$ cat src/rtl/core/crts_pkg.sv
package crts_pkg;

  // request kinds
  localparam logic [1:0] KIND_APPEND     = 2'd0;
  localparam logic [1:0] KIND_REMOVE_ID  = 2'd1;
  localparam logic [1:0] KIND_REMOVE_POS = 2'd2;
  localparam logic [1:0] KIND_SELECT     = 2'd3;

  // result status codes
  localparam logic [2:0] ST_OK        = 3'd0;
  localparam logic [2:0] ST_ID_ABSENT = 3'd1;
  localparam logic [2:0] ST_EMPTY     = 3'd2;
  localparam logic [2:0] ST_FULL      = 3'd3;
  localparam logic [2:0] ST_BAD_POS   = 3'd4;
  localparam logic [2:0] ST_ABOVE     = 3'd5;

  // reported sums saturate at this value (Q22.16)
  localparam int          SUM_BITS = 38;
  localparam logic [37:0] SUM_MAX  = {38{1'b1}};

  // per-cell update controls
  typedef struct packed {
    logic load;
    logic shift;
  } cell_ctl_t;

endpackage

$ cat src/rtl/core/crts_cell.sv
module crts_cell #(
  parameter int SW = 38
) (
  input  logic                clk,
  input  crts_pkg::cell_ctl_t ctl,
  input  logic [31:0]         in_id,
  input  logic [31:0]         in_rate,
  input  logic [SW-1:0]       prev_sum,
  input  logic [31:0]         next_id,
  input  logic [31:0]         next_rate,
  input  logic [SW-1:0]       next_sum,
  input  logic [31:0]         sub_rate,
  input  logic [31:0]         key_id,
  input  logic [37:0]         key_val,
  output logic [31:0]         id_o,
  output logic [31:0]         rate_o,
  output logic [SW-1:0]       sum_o,
  output logic                id_eq,
  output logic                sum_ge
);

  logic [31:0]   id_r;
  logic [31:0]   rate_r;
  logic [SW-1:0] sum_r;
  logic [37:0]   sum_sat;

  // exact running sum kept wide; append builds on the left neighbor,
  // close-up takes the right neighbor less the removed rate
  always_ff @(posedge clk) begin
    if (ctl.load) begin
      id_r   <= in_id;
      rate_r <= in_rate;
      sum_r  <= prev_sum + SW'(in_rate);
    end else if (ctl.shift) begin
      id_r   <= next_id;
      rate_r <= next_rate;
      sum_r  <= next_sum - SW'(sub_rate);
    end
  end

  // saturated view of the running sum
  assign sum_sat = (sum_r > SW'(crts_pkg::SUM_MAX)) ? crts_pkg::SUM_MAX : sum_r[37:0];

  // local compares
  assign id_eq  = (id_r == key_id);
  assign sum_ge = (sum_sat >= key_val);

  assign id_o   = id_r;
  assign rate_o = rate_r;
  assign sum_o  = sum_r;

endmodule

$ cat config.mk
export PLATFORM = sky130hd
export DESIGN_NAME = crts_cell
export DESIGN_NICKNAME = d
export VERILOG_FILES = /design/src/rtl/core/crts_pkg.sv /design/src/rtl/core/crts_cell.sv
export SDC_FILE = /design/constraint.sdc
export NUM_CORES = 1
export LEC_CHECK = 0
export BUFFER_PORTS_ARGS = -buffer_cell sky130_fd_sc_hd__buf_2
export CAP_MARGIN = 15
export CORE_AREA = 2 2 159 161
export CTS_CLUSTER_SIZE = 12
export DETAILED_ROUTE_END_ITERATION = 6
export DIE_AREA = 0 0 161 163
export GPL_ROUTABILITY_DRIVEN = 0
export HOLD_SLACK_MARGIN = 0.05
export PLACE_DENSITY = 0.71
export REMOVE_ABC_BUFFERS = 1
export SETUP_SLACK_MARGIN = 0.4
export SYNTH_ARGS = -nofsm -noshare
export SYNTH_HDL_FRONTEND = slang
export SYNTH_SLANG_ARGS = --single-unit
$ cat constraint.sdc
create_clock -name clk -period 3.22 [get_ports clk]
set_clock_uncertainty 0.15 [all_clocks]
set_input_delay 0.322 -clock clk [delete_from_list [all_inputs] [get_ports clk]]
set_output_delay 0.322 -clock clk [all_outputs]
set_load 0.02 [all_outputs]
==> results of run 1 <==
[power groups by stage]
stage          combinational, mW  sequential, mW  clock [mW]
6_report                    2.17            1.82        1.06
5_1_grt                     2.35            1.84        1.12
4_1_cts                     2.09            1.82        1.07
3_5_place_dp                2.05            1.85           0
3_3_place_gp                2.02            1.84           0
2_1_floorplan              0.986            2.06           0
[worst max-delay path, stage by stage, from the launching register on]
cell,delay (ns)
edfxtp_1,0.45
ha_4,0.25
a21o_1,0.18
a21o_1,0.18
a21oi_2,0.14
o21a_1,0.15
o21ai_2,0.09
a221oi_2,0.22
o211ai_1,0.12
a221o_1,0.35
buf_6,0.14
[flip-flops by register name, summed over array words and instances (netlist names)]
| name | flops |
|---|---|
| rate_o | 32 |
| id_o | 32 |
| sum_o | 38 |
[final timing paths]
path	slack, ns	end	depth (start not counted)
max	0.13	sum_ge	10
min	0.11	rate_o[13]	2
[final cells by class]
class	instances	area, um2	area share
Multi-Input combinational cell	734	6030	0.477
Sequential cell	102	3060	0.243
Timing Repair Buffer	464	2500	0.198
Tap cell	330	413	0.0327
Inverter	92	345	0.0273
Clock buffer	9	225	0.0178
Clock inverter	7	47.5	0.00376
Antenna cell	4	10.0	0.000793
[layer usage]
metal,up-vias,track usage
li1,4426,-
met1,4194,0.273
met3,64,0.0323
met2,356,0.411
met4,0,0.0970
met5,-,0
[placed cells by master, fill, tap and decap left out, types with 4 or more instances in the layout]
master | netlist | routed
o211ai_1 | 9 | 9
a21oi_1 | 68 | 65
ha_1 | 102 | 93
nand2_1 | 46 | 45
mux2_2 | 66 | 66
or2_2 | 6 | 5
o31a_1 | 5 | 5
edfxtp_1 | 102 | 102
diode_2 | 0 | 4
o21a_1 | 7 | 7
xnor2_1 | 34 | 33
ha_4 | 0 | 6
nand3b_1 | 4 | 4
inv_1 | 92 | 91
and2_1 | 6 | 6
nor2b_1 | 8 | 7
nand3_1 | 16 | 16
a211oi_2 | 0 | 4
buf_2 | 1 | 408
clkbuf_16 | 0 | 9
a211oi_1 | 12 | 8
nor2_1 | 41 | 41
nor4_1 | 13 | 12
o31ai_1 | 8 | 6
o21ai_0 | 58 | 53
a31oi_1 | 6 | 4
o21ai_1 | 2 | 5
mux2i_1 | 7 | 6
nor3_1 | 9 | 8
or3_1 | 8 | 8
nand2b_1 | 12 | 12
nand4_1 | 23 | 23
xor2_1 | 62 | 62
a21o_1 | 44 | 44
buf_4 | 0 | 51
o21bai_1 | 4 | 4
[cells by family (layout without fill, tap and decap cells)]
kind of cell | after synthesis | in the layout | synth area share
simple gates | 204 | 204 | 0.113
compound gates | 257 | 257 | 0.180
flops | 102 | 102 | 0.327
xor+xnor | 96 | 96 | 0.0897
mux | 73 | 73 | 0.0868
other cells | 0 | 4 | 0
buf+inv | 156 | 572 | 0.0634
fa+ha+maj | 104 | 104 | 0.140
[what timing repair did]
item                                    CTS  global route
gates resized for setup                  17            44
endpoints found under the hold margin     0             0
pin swaps                                15            31
setup buffers                             2             6
endpoints found under the setup margin   11            17
==> flow_summary.toml, run 1 <==
[placement]
dp.cells = 1714
postPlaceCellArea_um2 = 12000
pre_cts_slack_ns = -0.151
port_buffers = 412
hpwl_mm = 26.6

[synth]
syn_inst = 992
synth_area_leaders = "edfxtp_1 (33%), ha_1 (14%), mux2_2 (7.9%)"
synth.top_cell.area_share = 0.327
ys_seq_area_frac = 0.327
synthFlopType = "edfxtp_1"
synth_area_per_cell_um2 = 9.45
yosysTopAreaCell = "edfxtp_1"
ys_ff_latch = 102
synth_edf_count = 102
yosys_warnings = 0
syn_area_um2 = 9370
synth_cell_types = 70
async_reset_ff_frac = 0
synth_commonest_cells = "edfxtp_1 (102), ha_1 (102), inv_1 (92), a21oi_1 (68), mux2_2 (66)"

[floorplanning]
die_w_um = 161
num_rows = 58
io_pins = 413
die_h_um = 163
dieArea_um2 = 26200
core_um2 = 24700
start_util = 0.380

[worst_hold_path]
hold_path.class = "primary input to register"
worstHoldStart = "next_rate[13]"

[setup_path]
cp_data_required_time_ns = 2.75
crit_path_end_kind = "output pin"
crit_fanout = 2
cp.arrival_ns = 2.62
cp-start-kind = "register"
startpoint = "sum_o[7]"
critPathKind = "register to output pin"

[routing]
dr.max_layer_used = "met4"
met1Wirelength_mm = 13.0
drc = 0
drt_iter0_markers = 461
dr_wl_met2_mm = 16.1
wire_per_inst_um = 18.5
drt-vias-per-instance = 5.19
dr_wl_met3_mm = 1.90
dr.pass1.iters = 5
ant_nets = 0
num_vias = 9040
routed_wl_mm = 32.2

[cells_and_area]
finish.instance_area_um2 = 12600
nets = 1816
instances_no_fill = 1742
area_delta_synth_final_pct = 34.8
fill_cells = 2253
final_util = 0.512
drive_gt1_frac = 0.430

[sta]
setup_viol = 0
holdWs_ns = 0.110
worst_slew_pin_slew_ns = 0.675
rsz0062_at_grt = "true"
hold_viol_final = 0
drv_slew = 0
setup_tns_ns = 0
final.min_clock_period_ns = 3.09
slew-limit-headroom = 0.550
fmax_ghz = 0.323
finalCritPeriodShare = 0.961
finalWorstSetupSlack_ns = 0.127

[clocking]
cts-hold-fix-buffers = 0
cts_made_buffers = 9
root_buffer = "clkbuf_16"
cts.sinks = 102
cts-htree-levels = 3
cts_tree = "yes"
clk_pin_slew_worst_paths_ns = 0.08
cts_max_path_buffers = 2

[pwr]
p_seq_frac = 0.361
p_leak_nw = 6.11
clkPwrFrac = 0.209
vdd_ir_drop_max_mv = 0.232
p_total_mw = 5.05
p_int_mw = 3.17
switchingPower_mw = 1.89
p_sw_frac = 0.373
combPwrFrac = 0.430
powerDensity_nw_per_um2 = 400

[grt]
grt_pass1_vias = 8721
grt-ovfl-total = 0
grt_max_degree = 132
grt.total_usage = 0.229
grt_pass1_wl_mm = 46.6
antenna_found_initial = 5

[run]
drv_cap = 0

[outcome]
status = "finished clean"
(Power assumes the default switching activity.)
==> inputs of run 2 (changes only) <==
--- a/config.mk
+++ b/config.mk
@@ -7,13 +7,14 @@
 export LEC_CHECK = 0
 export BUFFER_PORTS_ARGS = -buffer_cell sky130_fd_sc_hd__buf_2
 export CAP_MARGIN = 15
-export CORE_AREA = 2 2 159 161
+export CORE_ASPECT_RATIO = 0.75
+export CORE_MARGIN = 2
+export CORE_UTILIZATION = 23
 export CTS_CLUSTER_SIZE = 12
 export DETAILED_ROUTE_END_ITERATION = 6
-export DIE_AREA = 0 0 161 163
 export GPL_ROUTABILITY_DRIVEN = 0
 export HOLD_SLACK_MARGIN = 0.05
-export PLACE_DENSITY = 0.71
+export PLACE_DENSITY = 0.49
 export REMOVE_ABC_BUFFERS = 1
 export SETUP_SLACK_MARGIN = 0.4
 export SYNTH_ARGS = -nofsm -noshare
==> run 2 against run 1 <==
Effect of this change: worst hold slack worse by 0.0096 ns; critical path depth did not move; non-clock buffer count rose by 52; design area rose by 6.8%; sequential cell count unchanged; first-iteration DRC count is 14% higher; sequential share of layout area fell by 1.5 points; critical path type unchanged; largest power group unchanged; highest routed layer is now met5.
==> flow_summary.toml, run 2 (same netlist as run 1, synthesis figures left out) <==
[cells_and_area]
area_delta_synth_final_pct = 43.9
drive_gt1_frac = 0.455
layout_common_cells = "buf_2 (407), edfxtp_1 (102), ha_1 (96), buf_4 (92), inv_1 (90)"
finish.instance_area_um2 = 13500
largest_reg_flops = 38
final_common_cell = "buf_2"
instances_no_fill = 1996
nets = 1868

[floorplanning]
io_pins = 413
die_h_um = 179
die_w_um = 237
num_rows = 64
dieArea_um2 = 42400
start_util = 0.231
core_um2 = 40500

[clocking]
root_buffer = "clkbuf_16"
clk_pin_slew_worst_paths_ns = 0.08
cts_made_buffers = 9
cts-htree-levels = 3
cts.sinks = 102
cts_tree = "yes"
cts_max_path_buffers = 2

[worst_hold_path]
worstHoldStart = "next_rate[9]"
hold_path.class = "primary input to register"
min_to = "rate_o[9]"
hold_path_depth = 2

[grt]
grt_max_degree = 80
grt.total_usage = 0.158
grt-ovfl-total = 0
antenna_found_initial = 11
grt_pass1_vias = 9029
grt_pass1_wl_mm = 51.1

[sta]
fmax_ghz = 0.314
slew-limit-headroom = 0.535
worst_slew_pin_slew_ns = 0.691
hold_viol_final = 0
setup_viol = 0
finalCritPeriodShare = 0.988
drv_slew = 0
final.min_clock_period_ns = 3.18
rsz0062_at_grt = "true"

[setup_path]
cp-start-kind = "register"
cp.arrival_ns = 2.71
cp_data_required_time_ns = 2.75
startpoint = "sum_o[3]"
critPathKind = "register to output pin"
crit_fanout = 2
crit_path_end_kind = "output pin"

[routing]
drc = 0
drt-vias-per-instance = 4.57
routed_wl_mm = 35.5
ant_nets = 0
num_vias = 9130
drt_iter0_markers = 524
dr.pass1.iters = 5
wire_per_inst_um = 17.8

[placement]
dp.cells = 1945
postPlaceCellArea_um2 = 12500
port_buffers = 412
hpwl_mm = 29.4

[pwr]
vdd_ir_drop_max_mv = 0.229
p_leak_nw = 6.43
p_total_mw = 5.38
powerDensity_nw_per_um2 = 399

[run]
drv_cap = 0

[outcome]
status = "finished clean"
[run 2: cell types whose count changed in the layout (fill, tap and decap cells not counted), sizes merged]
cell      previous run  this run
diode                4         8
buf                464       516
clkinv               4         1
clkinvlp             0         1
bufinv               0         2
[run 2: how the worst max path moves through the flow]
stage,endpoint,slack (ns),depth (start not counted)
after floorplan,sum_o[30],0.34,12
after global placement,sum_o[34],-0.33,16
after detailed placement,sum_o[34],-0.39,16
after CTS,sum_ge,-0.009,10
after global routing,sum_ge,-0.10,10
final,sum_ge,0.04,10
[run 2: critical path, cell delays in order (launching register included)]
cell,delay (ns)
edfxtp_1,0.44
ha_4,0.24
a21o_1,0.17
a21o_1,0.18
a211oi_2,0.19
o21a_1,0.15
o21ai_2,0.08
a221oi_2,0.25
o211ai_1,0.13
a221o_1,0.34
buf_4,0.16
[run 2: layout make-up]
type / count / area, um2
well taps: 528 / 661
multi-input cells: 734 / 6110
fillers: 4225 / 27000
inverters: 92 / 348
diodes: 8 / 20.0
clock buffers: 9 / 225
flip-flops and latches: 102 / 3060
repair buffers: 516 / 2950
clock inverters: 7 / 103
[run 2: timing repair]
action | 4_1_cts | 5_1_grt
hold buffers | 0 | 0
setup buffers | 20 | 7
resized for setup | 51 | 36
setup endpoints to repair | 11 | 17
endpoints found under the hold margin | 0 | 0
cloned | 0 | 0
pin swaps | 26 | 29
[run 2: report_power, final]
group          leakage, nW  switching [mW]  internal, mW  total [mW]
combinational         5.23            1.29          1.04        2.32
clock                0.157           0.555         0.693        1.25
sequential            1.04           0.118          1.70        1.82
[run 2: stage by stage]
step	setup TNS [ns]	setup WS, ns	hold WS (ns)	utilization
2_1_floorplan	0	0.336	0.357	-
3_3_place_gp	-1.15	-0.327	0.473	0.308
3_5_place_dp	-1.51	-0.393	0.477	0.308
4_1_cts	-0.00900	-0.00900	0.0858	0.326
5_1_grt	-0.100	-0.100	0.0872	0.333
6_report	0	0.0396	0.100	0.333
[run 2: metal layers]
layer	up-vias	share of wire	track usage
met3	52	0.043	0.0262
met4	6	0.027	0.0493
li1	4522	-	-
met1	4270	0.44	0.197
met2	280	0.49	0.281
met5	-	0.00099	0
